File: config.mk
export PLATFORM = sky130hd
export DESIGN_NAME = hbs_front
export DESIGN_NICKNAME = d
export VERILOG_FILES = /design/src/rtl/core/hbs_pkg.sv /design/src/rtl/core/hbs_front.sv
export SDC_FILE = /design/constraint.sdc
export NUM_CORES = 1
export LEC_CHECK = 0
export ABC_AREA = 1
export BUFFER_PORTS_ARGS = -buffer_cell sky130_fd_sc_hd__clkbuf_2
export CAP_MARGIN = 20
export CORE_UTILIZATION = 40
export CTS_BUF_LIST = sky130_fd_sc_hd__clkbuf_8
export CTS_CLUSTER_SIZE = 12
export DETAILED_ROUTE_END_ITERATION = 10
export GPL_TIMING_DRIVEN = 0
export HOLD_SLACK_MARGIN = 0.12
export PLACE_DENSITY_LB_ADDON = 0.15
export SLEW_MARGIN = 5
export SYNTH_ARGS = -nofsm -noshare
export SYNTH_HDL_FRONTEND = slang
export SYNTH_SLANG_ARGS = --single-unit
File: constraint.sdc
create_clock -name clk -period 3.47 [get_ports clk]
set_clock_uncertainty 0.15 [all_clocks]
set_input_delay 0.1735 -clock clk [delete_from_list [all_inputs] [get_ports clk]]
set_output_delay 0.1735 -clock clk [all_outputs]
set_load 0.01 [all_outputs]
File: src/rtl/core/hbs_pkg.sv
// Shared types, constants and index helpers for the heightmap bilinear sampler.
// Used by every module of the block. It has no dependencies of its own.
`default_nettype none

package hbs_pkg;

	// Grid and tile geometry.
	localparam int GRID_LOG2 = 6;
	localparam int TILE_LOG2 = 8;
	localparam int unsigned GRID_DIM = 1 << GRID_LOG2;
	localparam int ADDR_W = 2 * GRID_LOG2;
	localparam int unsigned STORE_DEPTH = 1 << ADDR_W;
	localparam int unsigned TILE_UNITS = 1 << TILE_LOG2;

	// Field widths.
	localparam int CFG_W = 7;
	localparam int SIZE_W = GRID_LOG2 + 1;
	localparam int COORD_W = 20;
	localparam int H_W = 16;
	localparam int FRAC_W = TILE_LOG2;
	localparam int WT1_W = TILE_LOG2 + 1;
	localparam int WT_W = 2 * TILE_LOG2 + 1;
	localparam int PROD_W = H_W + WT_W + 1;
	localparam int ACC_W = PROD_W + 1;
	localparam int IDX_W = COORD_W + 2;

	// Item kinds.
	localparam logic KIND_WRITE = 1'b0;
	localparam logic KIND_QUERY = 1'b1;

	// One classified item as it travels from the front part to the back part.
	typedef struct packed {
		logic                 kind;
		logic [GRID_LOG2-1:0] row;
		logic [GRID_LOG2-1:0] col;
		logic [FRAC_W-1:0]    frac_x;
		logic [FRAC_W-1:0]    frac_z;
		logic [H_W-1:0]       data;
	} hbs_item_t;

	// Back part sequencer states.
	typedef enum logic [1:0] {
		ST_CLEAR,
		ST_IDLE,
		ST_QUERY
	} hbs_state_t;

	// Saturate a size register to the range [2, GRID_DIM].
	function automatic logic [SIZE_W-1:0] eff_size(input logic [CFG_W-1:0] sz_reg);
		logic [SIZE_W-1:0] r;
		if (32'(sz_reg) < 32'd2) begin
			r = SIZE_W'(2);
		end else if (32'(sz_reg) > GRID_DIM) begin
			r = SIZE_W'(GRID_DIM);
		end else begin
			r = SIZE_W'(sz_reg);
		end
		return r;
	endfunction

	// Tile index of a coordinate, offset by half the size and clamped to [0, size-2].
	function automatic logic [GRID_LOG2-1:0] tile_index(
		input logic signed [COORD_W-1:0] coord,
		input logic [SIZE_W-1:0]         size
	);
		logic signed [IDX_W-1:0] ext;
		logic signed [IDX_W-1:0] t;
		logic signed [IDX_W-1:0] half;
		logic signed [IDX_W-1:0] lim;
		logic signed [IDX_W-1:0] idx;
		logic signed [IDX_W-1:0] r;
		ext = {{(IDX_W-COORD_W){coord[COORD_W-1]}}, coord};
		t = ext >>> TILE_LOG2;
		half = {{(IDX_W-SIZE_W){1'b0}}, size >> 1};
		lim = {{(IDX_W-SIZE_W){1'b0}}, size} - IDX_W'(2);
		idx = t + half;
		if (idx < 0) begin
			r = '0;
		end else if (idx > lim) begin
			r = lim;
		end else begin
			r = idx;
		end
		return r[GRID_LOG2-1:0];
	endfunction

endpackage

`default_nettype wire

File: src/rtl/core/hbs_front.sv
// Front part of the sampler: accepts input transactions, classifies them and
// turns queries into grid indexes and fractions. Depends on hbs_pkg.
`default_nettype none

module hbs_front
	import hbs_pkg::*;
(
	input  wire logic                      clk,
	input  wire logic                      arst_n,
	input  wire logic                      in_valid,
	output logic                           in_stall,
	input  wire logic                      kind,
	input  wire logic signed [COORD_W-1:0] coord_x,
	input  wire logic signed [COORD_W-1:0] coord_z,
	input  wire logic [GRID_LOG2-1:0]      write_row,
	input  wire logic [GRID_LOG2-1:0]      write_col,
	input  wire logic signed [H_W-1:0]     write_height,
	input  wire logic [CFG_W-1:0]          grid_width,
	input  wire logic [CFG_W-1:0]          grid_height,
	input  wire logic                      clearing,
	input  wire logic                      q_full,
	output logic                           q_push,
	output hbs_item_t                      q_item
);

	logic      advance;
	logic      accept;
	hbs_item_t item_c;
	logic      v_s1;
	hbs_item_t item_s1;

	// The stage moves on when it is empty or its item goes into the queue.
	assign advance  = !v_s1 || !q_full;
	assign in_stall = clearing || !advance;
	assign accept   = in_valid && !in_stall;
	assign q_push   = v_s1 && !q_full;
	assign q_item   = item_s1;

	// Classify the item: a write keeps its cell, a query gets its cell and fractions.
	always_comb begin
		item_c = '0;
		item_c.kind = kind;
		item_c.data = write_height;
		if (kind == KIND_WRITE) begin
			item_c.row = write_row;
			item_c.col = write_col;
		end else begin
			item_c.row    = tile_index(coord_z, eff_size(grid_height));
			item_c.col    = tile_index(coord_x, eff_size(grid_width));
			item_c.frac_x = coord_x[FRAC_W-1:0];
			item_c.frac_z = coord_z[FRAC_W-1:0];
		end
	end

	// Stage valid flag.
	always_ff @(posedge clk or negedge arst_n) begin
		if (!arst_n) begin
			v_s1 <= 1'b0;
		end else if (advance) begin
			v_s1 <= accept;
		end
	end

	// Stage payload.
	always_ff @(posedge clk) begin
		if (accept) begin
			item_s1 <= item_c;
		end
	end

endmodule

`default_nettype wire

==> results.txt <==
----------------------------------------------------
[Clock network]
  CTS Sinks ... between 40 and 50
  Buffers from clock root to sink, at most ... 2
  Clock transition time at the flip-flop clock pins of the worst setup and hold paths ... around 0.090 ns
  Insertion delay of the later-clocked pin in the worst-skew pair ... 0.30 ns
  TritonCTS clock tree ... yes
  H-tree Lvls ... 2
  CTS Buf Count ... 5
  CTS root buffer ... clkbuf_8

[Cells and area]
  Number of nets in the layout ... about 800
  FILL cells ... just under 800
  Leading cell type in the layout, fill and taps excluded ... nand2_1
  Post-Layout Inst Area ... ~5500 sq um
  Fraction of final layout cells sized beyond drive strength 1 ... between 30% and 40%
  Commonest non-fill, non-tap cells in the layout ... nand2_1, clkbuf_2, inv_1
  Diode count ... 0
  Syn-to-layout area delta ... 47.8%

[Power and ir drop]
  Internal Power ... between 1 and 1.5 mW
  Cell leakage power ... between 2 and 3 nW
  Clock power share ... 25.2%
  Power share of the sequential group ... about two fifths
  Net switching power ... approximately 500 uW
  Switch share ... 31.5%
  Maximum VDD drop ... around 0.25 mV
  Overall power after layout ... 1.62 mW
  Total power divided by cell area ... just under 300 nW/um^2
  Share of total power in combinational logic ... 34.6%

[Drt]
  Uppermost layer routed ... met4
  DR WL/cell ... 12.2 um
  Routed met3 length ... 422 um
  DRC violation count after routing ... 10
  Vias per Instance ... approximately 4.7
  Via total after detailed routing ... about 3700
  Pre-Repair DR Iteration Count ... 11
  Wire length reported by the detailed router ... a little under 10 mm
  Post-route met1 wirelength ... ~4.0 mm
  Length of routed met2 wiring ... around 5.0 mm
  ANT nets after route ... 0
  Iteration-0 DRC Markers ... 113

[Synthesis]
  Post-synthesis average cell area ... 7.84 sq um
  FF+latch count, synth ... 46
  Share of flip-flops with an asynchronous set or reset ... between 2 and 2.5%
  Largest area contributor in the synthesized netlist ... edfxtp_1
  Post-Syn Instances ... between 400 and 500
  Synth Flop Type ... edfxtp_1
  Number of synthesized flops with an enable pin ... between 40 and 50
  Number of warnings reported in the yosys synthesis log ... 0
  Synthesized cell area ... 3700 sq um
  Sequential fraction of the synthesis area ... 37.2%
  Unique cell type count in the Yosys netlist ... 34
  Fraction of synthesized cell area taken by the top area cell type ... between 30% and 40%
  Main area contributors after synthesis ... edfxtp_1, nand2_1, ha_1, inv_1, nand3_1

[Hold path]
  Hold Path Class ... in -> reg
  Endpoint of the worst hold path ... q_item[3]
  Worst hold path stage count ... 3
  Hold Startpoint ... in_valid

[Global routing]
  Initial antenna violation count ... 0
  Maximum number of pins on one net before global-route repair ... 24
  Grt total ovfl ... 0
  Wire length of the first global-routing pass ... between 15 and 20 mm
  All-layer global routing usage ... about a fifth
  Via count of the first global-routing pass ... approximately 3400

[STA]
  Final Critical Period ... approximately 3.3 ns
  Total setup violations reported at the end of the flow ... 0
  Crit share post-route ... 94.2%
  Hold Vio Cnt, Final ... 0
  Number of max-slew violations in the final report ... 0
  Fin Hold WS ... around 0.27 ns
  Fmax ... 0.306 GHz
  Transition time at the pin with the least slew margin ... around 0.73 ns
  Remaining max-slew budget at the tightest pin ... ~51%

[Worst setup path]
  CP required ... ~3.4 ns
  Cells on worst reg2reg path ... 4
  Kind of cell adding the most delay to the critical path ... simple AND/OR/NAND/NOR gates
  Startpoint Class ... primary input
  Destination of the worst register-to-register timing path ... q_item[28]
  Stages on worst setup path ... 28
  Register-to-register path setup slack ... around 1.6 ns
  Worst setup path class ... in -> reg
  Peak per-stage delay on the critical path ... approximately 0.40 ns
  Cell type with the highest occurrence count on the critical path ... nand2_2
  Worst setup EP type ... flip-flop
  Sum of buffers and inverters on the critical path ... 3
  Reg-to-Reg Start ... v_s1
  Signal arrival time at the worst endpoint ... around 3.2 ns
  CP max stage cell ... fa_2
  Crit-path max FO ... 6

[Floorplanning]
  Chip width ... ~98 um
  Ports placed on the boundary ... 135
  Die extent in y ... a little under 100 um
  Floorplan row count ... 34
  Core box area ... 8850 sq um
  Effective utilization at floorplan ... a little over two fifths
  Full die area ... 9640 sq um

[Placed design]
  Placed wire-length estimate ... just over 7 mm
  Placed Area ... between 4000 and 5000 sq um
  IO Port Bufs ... between 100 and 150
  Placer congestion estimate ... 0.877

[Flow run]
  # Max-Cap Violations ... 0

[Outcome]
  Violated checks ... DRC
  Result of the run ... finished, violations left

----------------------------------------------------
==> worst reg2reg max path, stage by stage (launching register included) <==
cell and delay (ns):
dfrtp_1 0.39, nand2_1 0.09, nand2_1 0.10, nor2_4 0.58, buf_16 0.25
==> Yosys cell counts (2+ instances only) <==
| cell type | count |
|---|---|
| nand3_1 | 42 |
| fa_1 | 2 |
| inv_1 | 80 |
| clkbuf_1 | 3 |
| inv_2 | 8 |
| o21ai_0 | 4 |
| nor2_1 | 22 |
| a21o_1 | 2 |
| nand2_1 | 148 |
| nand3_2 | 4 |
| ha_1 | 40 |
| nand4_1 | 11 |
| edfxtp_1 | 45 |
| xnor2_1 | 6 |
| nor2_2 | 3 |
| xor2_1 | 13 |
| a21oi_1 | 12 |
| and2_1 | 2 |
| a31o_2 | 2 |
| nor3_1 | 5 |
| nand2_2 | 4 |
| clkinv_1 | 2 |
==> state kept, by name, indices dropped and copies added, names as in the netlist <==
name,cells
v_s1,1
q_item,45
==> how the worst max path moves through the flow <==
stage,startpoint,to,slack (ns)
after detailed placement,grid_width[6],q_item[32],-0.44
after floorplan,grid_height[6],q_item[38],0.19
final,grid_height[6],q_item[41],0.20
after CTS,grid_width[6],q_item[32],-0.02
after global placement,grid_width[6],q_item[32],-0.40
after global routing,grid_height[4],q_item[42],-0.05
==> stage by stage <==
| stage | setup TNS (ns) | cells | utilization (%) | setup WS [ns] |
|---|---|---|---|---|
| after floorplan | 0 | 473 | - | 0.193 |
| after global placement | -18.81 | 715 | 50.9 | -0.405 |
| after detailed placement | -4.72 | 716 | 51.3 | -0.445 |
| after CTS | -0.0219 | 775 | 58.4 | -0.0219 |
| after global routing | -0.334 | 788 | 61.8 | -0.0451 |
| final | 0 | 788 | 61.8 | 0.200 |
==> cell families after synthesis <==
family / share of synthesized area, %
compound gates: 3.18
xor+xnor: 4.94
fa+ha+maj: 14.6
buf+inv: 10.4
flops: 37.2
other cells: 0.101
simple gates: 29.6
==> metal layers <==
layer | vias up | track usage [%]
li1 | 1928 | -
met1 | 1668 | 22.4
met2 | 97 | 37.1
met3 | 14 | 3.22
met4 | 0 | 6.08
met5 | - | 0
==> power by group through the flow <==
| stage | registers, mW | clock network [mW] | logic, mW |
|---|---|---|---|
| after CTS | 0.649 | 0.416 | 0.517 |
| after global routing | 0.652 | 0.432 | 0.636 |
| after floorplan | 0.676 | 0 | 0.299 |
| after detailed placement | 0.662 | 0 | 0.465 |
| final | 0.649 | 0.408 | 0.560 |
| after global placement | 0.663 | 0 | 0.448 |
==> what timing repair did <==
| item | CTS | global route |
|---|---|---|
| resized for setup | 4 | 47 |
| cloned | 0 | 0 |
| hold buffers | 49 | 0 |
| setup buffers | 2 | 13 |
| hold endpoints to repair | 47 | 0 |
| endpoints found under the setup margin | 12 | 12 |
| pin swaps | 1 | 18 |
==> layout make-up <==
type | instances | area, sq um | area share (%)
inverter | 91 | 354 | 6.48
sequential | 46 | 1380 | 25.2
timing repair buffer | 199 | 1310 | 24.0
multi-input combinational | 331 | 2150 | 39.3
clock buffer | 5 | 68.8 | 1.26
buffer | 5 | 28.8 | 0.526
clock inverter | 3 | 43.8 | 0.801
tap | 108 | 135 | 2.47
(Power assumes the default switching activity.)
