File: src/rtl/core/hbs_pkg.sv
// Shared types, constants and index helpers for the heightmap bilinear sampler.
// Used by every module of the block. It has no dependencies of its own.
`default_nettype none

package hbs_pkg;

	// Grid and tile geometry.
	localparam int GRID_LOG2 = 6;
	localparam int TILE_LOG2 = 8;
	localparam int unsigned GRID_DIM = 1 << GRID_LOG2;
	localparam int ADDR_W = 2 * GRID_LOG2;
	localparam int unsigned STORE_DEPTH = 1 << ADDR_W;
	localparam int unsigned TILE_UNITS = 1 << TILE_LOG2;

	// Field widths.
	localparam int CFG_W = 7;
	localparam int SIZE_W = GRID_LOG2 + 1;
	localparam int COORD_W = 20;
	localparam int H_W = 16;
	localparam int FRAC_W = TILE_LOG2;
	localparam int WT1_W = TILE_LOG2 + 1;
	localparam int WT_W = 2 * TILE_LOG2 + 1;
	localparam int PROD_W = H_W + WT_W + 1;
	localparam int ACC_W = PROD_W + 1;
	localparam int IDX_W = COORD_W + 2;

	// Item kinds.
	localparam logic KIND_WRITE = 1'b0;
	localparam logic KIND_QUERY = 1'b1;

	// One classified item as it travels from the front part to the back part.
	typedef struct packed {
		logic                 kind;
		logic [GRID_LOG2-1:0] row;
		logic [GRID_LOG2-1:0] col;
		logic [FRAC_W-1:0]    frac_x;
		logic [FRAC_W-1:0]    frac_z;
		logic [H_W-1:0]       data;
	} hbs_item_t;

	// Back part sequencer states.
	typedef enum logic [1:0] {
		ST_CLEAR,
		ST_IDLE,
		ST_QUERY
	} hbs_state_t;

	// Saturate a size register to the range [2, GRID_DIM].
	function automatic logic [SIZE_W-1:0] eff_size(input logic [CFG_W-1:0] sz_reg);
		logic [SIZE_W-1:0] r;
		if (32'(sz_reg) < 32'd2) begin
			r = SIZE_W'(2);
		end else if (32'(sz_reg) > GRID_DIM) begin
			r = SIZE_W'(GRID_DIM);
		end else begin
			r = SIZE_W'(sz_reg);
		end
		return r;
	endfunction

	// Tile index of a coordinate, offset by half the size and clamped to [0, size-2].
	function automatic logic [GRID_LOG2-1:0] tile_index(
		input logic signed [COORD_W-1:0] coord,
		input logic [SIZE_W-1:0]         size
	);
		logic signed [IDX_W-1:0] ext;
		logic signed [IDX_W-1:0] t;
		logic signed [IDX_W-1:0] half;
		logic signed [IDX_W-1:0] lim;
		logic signed [IDX_W-1:0] idx;
		logic signed [IDX_W-1:0] r;
		ext = {{(IDX_W-COORD_W){coord[COORD_W-1]}}, coord};
		t = ext >>> TILE_LOG2;
		half = {{(IDX_W-SIZE_W){1'b0}}, size >> 1};
		lim = {{(IDX_W-SIZE_W){1'b0}}, size} - IDX_W'(2);
		idx = t + half;
		if (idx < 0) begin
			r = '0;
		end else if (idx > lim) begin
			r = lim;
		end else begin
			r = idx;
		end
		return r[GRID_LOG2-1:0];
	endfunction

endpackage

`default_nettype wire

File: src/rtl/core/hbs_queue.sv
// Two-entry queue that decouples the front part from the back part.
// Depends on hbs_pkg for the item type.
`default_nettype none

module hbs_queue
	import hbs_pkg::*;
(
	input  wire logic      clk,
	input  wire logic      arst_n,
	input  wire logic      push,
	input  wire hbs_item_t push_item,
	input  wire logic      pop,
	output hbs_item_t      head,
	output logic           full,
	output logic           empty
);

	hbs_item_t  ent_q [2];
	logic       wp_q;
	logic       rp_q;
	logic [1:0] cnt_q;

	assign full  = (cnt_q == 2'd2);
	assign empty = (cnt_q == 2'd0);
	assign head  = ent_q[rp_q];

	// Pointers and fill count.
	always_ff @(posedge clk or negedge arst_n) begin
		if (!arst_n) begin
			wp_q  <= 1'b0;
			rp_q  <= 1'b0;
			cnt_q <= 2'd0;
		end else begin
			if (push) begin
				wp_q <= !wp_q;
			end
			if (pop) begin
				rp_q <= !rp_q;
			end
			if (push && !pop) begin
				cnt_q <= cnt_q + 2'd1;
			end else if (pop && !push) begin
				cnt_q <= cnt_q - 2'd1;
			end
		end
	end

	// Entry storage.
	always_ff @(posedge clk) begin
		if (push) begin
			ent_q[wp_q] <= push_item;
		end
	end

endmodule

`default_nettype wire

File: config.mk
export PLATFORM = sky130hd
export DESIGN_NAME = hbs_queue
export DESIGN_NICKNAME = d
export VERILOG_FILES = /design/src/rtl/core/hbs_pkg.sv /design/src/rtl/core/hbs_queue.sv
export SDC_FILE = /design/constraint.sdc
export NUM_CORES = 1
export LEC_CHECK = 0
export ABC_AREA = 1
export BUFFER_PORTS_ARGS = -buffer_cell sky130_fd_sc_hd__buf_2
export CAP_MARGIN = 25
export CORE_MARGIN = 1.5
export CORE_UTILIZATION = 40
export CTS_BUF_LIST = sky130_fd_sc_hd__clkbuf_4 sky130_fd_sc_hd__clkbuf_8
export DETAILED_ROUTE_END_ITERATION = 8
export PLACE_DENSITY = 0.7
export SYNTH_ARGS = -nofsm -noshare
export SYNTH_HDL_FRONTEND = slang
export SYNTH_SLANG_ARGS = --single-unit
File: constraint.sdc
create_clock -name clk -period 3.87 [get_ports clk]
set_input_delay 0.5805 -clock clk [delete_from_list [all_inputs] [get_ports clk]]
set_output_delay 0.5805 -clock clk [all_outputs]
set_load 0.03 [all_outputs]
==> impl_metrics.csv, run 1 <==
group,metric,value,unit
setup_path,max_stage_delay,840,ps
synth,synth_area_leaders,"edfxtp_1 74%, mux2_4 16%, dfrtp_1 2.7%",
job,max_cap_viol_count,0,
routing,drt_pass1_iterations,5,
synth,synth_top_area_share,74.0,%
cts,clockBufferDepth,2,
cts,ctsHoldBuffers,0,
timing,min_period,2570,ps
grt,antenna_found_initial,1,
die,io_pins,96,
cells_and_area,multi_input_area,741,um^2
setup_path,critPathRequiredTime,3290,ps
setup_path,timing.critical_path.buf_inv,2,
timing,finalClockSkew,11.2,ps
cts,cts_tree,"built",
cts,cts_sinks,94,
timing,final-setup-viol-count,0,
cells_and_area,synthToLayoutAreaGrowth,21.6,%
cells_and_area,postLayoutCellArea,4440,um^2
outcome,status,"finished clean",
synth,synthCells,165,
timing,setup_slack,1300,ps
routing,dr.first_iter.drc_count,47,
setup_path,cp.arrival,1990,ps
setup_path,crit_start,"rp_q",
grt,grt_max_degree,46,
cts,cts_buffers,9,
cells_and_area,nNetsFinal,319,
synth,syn_area,3650,um^2
setup_path,setup.worst_path.start_class,"register",
power_and_ir_drop,power.density,773,nW/um^2
grt,grt.overflow.total,0,
placed_design,dp_cells,365,
setup_path,cp_top_family,"flip-flops",
cells_and_area,nFillCells,738,
setup_path,slowest_stage,"dfrtp_2",
cts,htreeDepth,3,
routing,wl_per_cell,14.8,um
placed_design,dp_hpwl,3740,um
timing,rsz0062_at_grt,"false",
synth,syn-num-nets,215,
placed_design,io_buffers,95,
power_and_ir_drop,totalPowerFinal,3.43,mW
cells_and_area,final_common_cell,"buf_2",
synth,ys_seq_area_share,76.7,%
timing,relSlewSlack,52.4,%
power_and_ir_drop,ir_worst_vdd,334,uV
synth,ys_ff_latch,94,
synth,yosysTopAreaCell,"edfxtp_1",
synth,synth_area_per_cell,22.1,um^2
timing,fmax,389,MHz
setup_path,crit_chain,"buf_12, mux2_4, buf_2",
cells_and_area,drive_gt1_share,58.6,%
setup_path,critPathCaptureType,"output port",
die,initial_core_util,41.5,%
cts,post-cts-setup-buffers,0,
timing,holdWs,32.1,ps
setup_path,r2r_slack,2180,ps
cts,clk_pin_slew,80,ps
cells_and_area,regArea,2800,um^2
die,core-area,8810,um^2
synth,yosys_warnings,0,
timing,tns,0,ps
cts,clkLatencyLatePin,350,ps
setup_path,r2r-start,"wp_q",
hold_path,hp-class,"in -> async",
placed_design,place.gp.congestion,0.674,
grt,grt.total_usage,12.2,%
routing,drc,0,
placed_design,dp_slack,1640,ps
cts,ctsRootBufferMaster,"clkbuf_8",
routing,vias_per_cell,4.63,
grt,grt_pass1_vias,1843,
timing,post-route-period-util,66.4,%
power_and_ir_drop,p_leak,1.82,nW
cells_and_area,final_cells,382,
grt,grt_pass1_wl,8880,um
timing,worst_pin_slew,714,ps
routing,ant_nets,0,
die,die_area,9720,um^2
placed_design,place_area,4210,um^2
cells_and_area,final_cell_mix,"95 x buf_2, 90 x edfxtp_1, 39 x mux2_4, 9 x clkbuf_8",
timing,final_max_slew_viol_count,0,
die,dieHeight,98.6,um
setup_path,criticalPathCategory,"reg -> out",
routing,wirelength,5650,um
cells_and_area,fin_util,50.4,%
cts,cts_resized,0,
routing,vias,1769,
die,die_w,98.6,um
setup_path,crit_fanout,24,
synth,synth_cell_types,14,
timing,hold_viol_final,0,
die,num_rows,34,
-- registers in the layout, summed over array words and instances, names as in the netlist --
name and flops:
rp_q 1, cnt_q 2, ent_q 90, wp_q 1
-- per-layer routing --
metal  GRT usage, %  share of wire [%]  vias to the layer above
met5              0                  0                        -
met4           6.37                1.6                        0
li1               -                  -                      841
met3           3.48                5.9                       10
met2           20.2                 51                       60
met1           14.7                 41                      858
-- cells in the mapped netlist (all sizes together) --
cell and n:
buf 5, xnor2 1, dfrtp 4, nand3 1, nor2 3, ha 1
nand2 5, mux2 45, edfxtp 90, nand4 1, xor2 2, inv 7
-- power by group --
group	total, mW	internal (mW)	leakage, nW	switching (mW)
Clock	0.676	0.360	0.107	0.316
Sequential	1.47	1.35	0.891	0.122
Combinational	1.28	0.530	0.819	0.753
-- cell families after synthesis --
| group | share of synthesized area, % |
|---|---|
| flops | 76.7 |
| mux | 17.9 |
| simple gates | 1.13 |
| buf+inv | 3.22 |
| xor+xnor | 0.719 |
| fa+ha+maj | 0.342 |
-- worst register-to-register path, stage by stage, from the launching register on --
cell and delay [ps]:
dfrtp_1 430, nor2_4 440, buf_4 480
-- path summary, 6_finish.rpt --
check / end / depth (start not counted)
max reg2reg: ent_q[0][32] / 2
min reg2reg: cnt_q[1] / 2
max: head[13] / 3
min in group clk: ent_q[1][2] / 1
min: cnt_q[0] / 1
max in group asynchronous: rp_q / 1
-- layout make-up --
| type | count | area share, % |
|---|---|---|
| clock buffer | 9 | 2.79 |
| multi-input combinational | 59 | 16.7 |
| inverter | 7 | 0.592 |
| tap | 108 | 3.04 |
| antenna | 1 | 0.0563 |
| timing repair buffer | 98 | 11.8 |
| sequential | 94 | 63.1 |
| clock inverter | 6 | 1.94 |
(Power assumes the default switching activity.)
==> run 2: changes to the inputs <==
- ABC_AREA: 1 -> 0
- clock period: 3.87 -> 2.62 ns (I/O delays scaled with it)
==> run 2 against run 1 <==
Effect of this change: via count fell by 2.4%; sequential power is 42% higher; register-to-register slack lost 790 ps; critical endpoint is now head[44]; power rose by 51%; largest cell class unchanged; non-clock buffer count increased by 3; sequential cell count is the same.
==> impl_metrics.csv, run 2 <==
group,metric,value,unit
synth,ys_ff_latch,94,
routing,drc,0,
setup_path,critPathRequiredTime,2230,ps
timing,worst_pin_slew,346,ps
die,core-area,8760,um^2
timing,final-setup-viol-count,0,
cts,htreeDepth,3,
power_and_ir_drop,pwr-share-clk,21.9,%
power_and_ir_drop,ir_worst_vdd,554,uV
setup_path,setup.worst_path.start_class,"register",
synth,synthTopCellsByCount,"90 x edfxtp_1, 39 x mux2_4, 6 x mux2_2",
timing,tns,0,ps
die,initial_core_util,41.5,%
setup_path,crit_fanout,46,
cells_and_area,nFillCells,732,
grt,grt.total_usage,11.7,%
timing,rsz0062_at_grt,"false",
cts,clkLatencyLatePin,350,ps
die,die_w,98.3,um
synth,synthCells,156,
cts,post-cts-setup-buffers,0,
cells_and_area,multi_input_area,744,um^2
grt,grt.overflow.total,0,
setup_path,critPathCaptureType,"output port",
synth,synth_xor_area_share,1.21,%
power_and_ir_drop,p_switching,1.75,mW
synth,yosys.area_share.simple,0.723,%
setup_path,criticalPathCategory,"reg -> out",
setup_path,cp.arrival,1620,ps
job,max_cap_viol_count,0,
routing,vias_per_cell,4.58,
cts,clockBufferDepth,2,
power_and_ir_drop,p_seq_share,40.2,%
cts,ctsRootBufferMaster,"clkbuf_8",
synth,yosysTopAreaCell,"edfxtp_1",
synth,synth_top_area_share,74.4,%
synth,synthArstFlopShare,4.26,%
synth,synth.area.mux_share,18.0,%
cells_and_area,final_cell_mix,"95 x buf_2, 90 x edfxtp_1, 39 x mux2_4, 9 x clkbuf_8, 6 x mux2_2",
power_and_ir_drop,combPwrFrac,37.8,%
timing,hold_viol_final,0,
synth,synth_area_leaders,"edfxtp_1 74%, mux2_4 16%, dfrtp_1 2.8%",
power_and_ir_drop,power.density,1160,nW/um^2
die,num_rows,34,
synth,synth_compound_area_share,0,%
cts,clk_pin_slew,100,ps
power_and_ir_drop,p_int,3.44,mW
placed_design,place.gp.congestion,0.653,
cells_and_area,nNetsFinal,313,
grt,grt_pass1_vias,1705,
timing,min_period,2020,ps
die,dieHeight,98.3,um
cells_and_area,largest_reg_flops,90,
synth,synth_area_per_cell,23.3,um^2
grt,grt_pass1_wl,8430,um
synth,synth_cell_types,13,
setup_path,r2r_cells,2,
power_and_ir_drop,p_leak,1.81,nW
power_and_ir_drop,p_sw_share,33.8,%
synth,ys_seq_area_share,77.1,%
synth,synth.most_common_cell,"edfxtp_1",
timing,fmax,496,MHz
placed_design,dp_hpwl,3580,um
cells_and_area,largest_registers,"ent_q (90), cnt_q (2)",
routing,drt_pass1_iterations,4,
die,io_pins,96,
die,die_area,9660,um^2
synth,syn-num-nets,206,
cts,cts_buffers,9,
synth,synth_enable_flop_cells,90,
routing,wl_per_cell,14.8,um
timing,post-route-period-util,77.0,%
hold_path,hp-class,"in -> reg",
cts,cts_resized,0,
routing,vias,1727,
synth,yosys_warnings,0,
cells_and_area,regArea,2800,um^2
synth,synth_top_family_by_area,"multiplexers",
synth,syn_area,3630,um^2
timing,final_max_slew_viol_count,0,
placed_design,io_buffers,95,
cells_and_area,drive_gt1_share,61.2,%
hold_path,worstHoldPathCells,1,
grt,grt_max_degree,47,
cells_and_area,synthToLayoutAreaGrowth,23.0,%
cts,cts_sinks,94,
cts,cts_tree,"built",
outcome,status,"finished clean",
cells_and_area,largest_register,"ent_q",
cells_and_area,final_common_cell,"buf_2",
synth,synth_fa_ha_area_share,0.344,%
timing,relSlewSlack,76.9,%
routing,wirelength,5590,um
grt,antenna_found_initial,1,
timing,finalClockSkew,9.37,ps
synth,ys.flop_type,"edfxtp_1",
power_and_ir_drop,totalPowerFinal,5.20,mW
routing,ant_nets,0,
routing,dr.first_iter.drc_count,61,
[run 2: cell count changes after synthesis, sizes merged, moves of 2 or more]
cell,change
inv,-6
nand2,-5
nor2b,+2
xor2,+2
[run 2: logic make-up after synthesis]
family / Yosys count
xor+xnor: 5
fa+ha+maj: 1
flops: 94
buf+inv: 6
simple gates: 5
mux: 45
[run 2: metal layers]
metal | up-vias | track usage (%) | wire length [um]
met5 | - | 0 | 0
met4 | 0 | 6.18 | 98
met3 | 10 | 3.01 | 340
met2 | 61 | 19.2 | 2770
met1 | 829 | 14.3 | 2370
li1 | 827 | - | -
[run 2: cell type report]
| cell class | count | share of cell area (%) |
|---|---|---|
| antenna | 1 | 0.0560 |
| clock buffer | 11 | 3.11 |
| clock inverter | 5 | 2.38 |
| inverter | 1 | 0.0840 |
| multi-input combinational | 56 | 16.7 |
| sequential | 94 | 62.7 |
| tap | 108 | 3.02 |
| timing repair buffer | 101 | 12.0 |
[run 2: through the flow]
stage,std cells,utilization [%],area [um^2],hold WS [ps],setup WS (ps)
CTS,376,51.0,4470,203,585
global placement,359,48.1,4210,202,994
detailed placement,359,48.1,4210,202,978
finish,377,51.0,4470,220,602
floorplan,156,-,3640,97.4,610
global route,376,51.0,4470,206,538
[run 2: what timing repair did]
| action | CTS | global route |
|---|---|---|
| hold buffers | 1 | 0 |
| endpoints found under the setup margin | 0 | 0 |
| endpoints found under the hold margin | 4 | 0 |
[run 2: path summary, 6_finish.rpt]
| path | from | to | slack, ps |
|---|---|---|---|
| worst max-delay path | rp_q | head[44] | 600 |
| worst min-delay path | push_item[21] | ent_q[1][21] | 220 |
| worst max register to register | wp_q | ent_q[1][43] | 1390 |
| worst min register to register | cnt_q[1] | cnt_q[1] | 510 |
| max in group asynchronous | arst_n | rp_q | 2110 |
| min in group asynchronous | arst_n | cnt_q[1] | 380 |
[run 2: critical path: stages (launching register included)]
cell and delay [ps]:
dfrtp_2 380, buf_12 310, mux2_2 380, buf_2 180
[run 2: power groups by stage]
stage / Combinational [mW] / Sequential (mW) / Clock [mW]
final: 1.97 / 2.09 / 1.14
after global routing: 2.08 / 2.12 / 1.23
after CTS: 2.00 / 2.09 / 1.17
after detailed placement: 2.00 / 2.13 / 0
after global placement: 1.99 / 2.11 / 0
after floorplan: 1.65 / 2.10 / 0
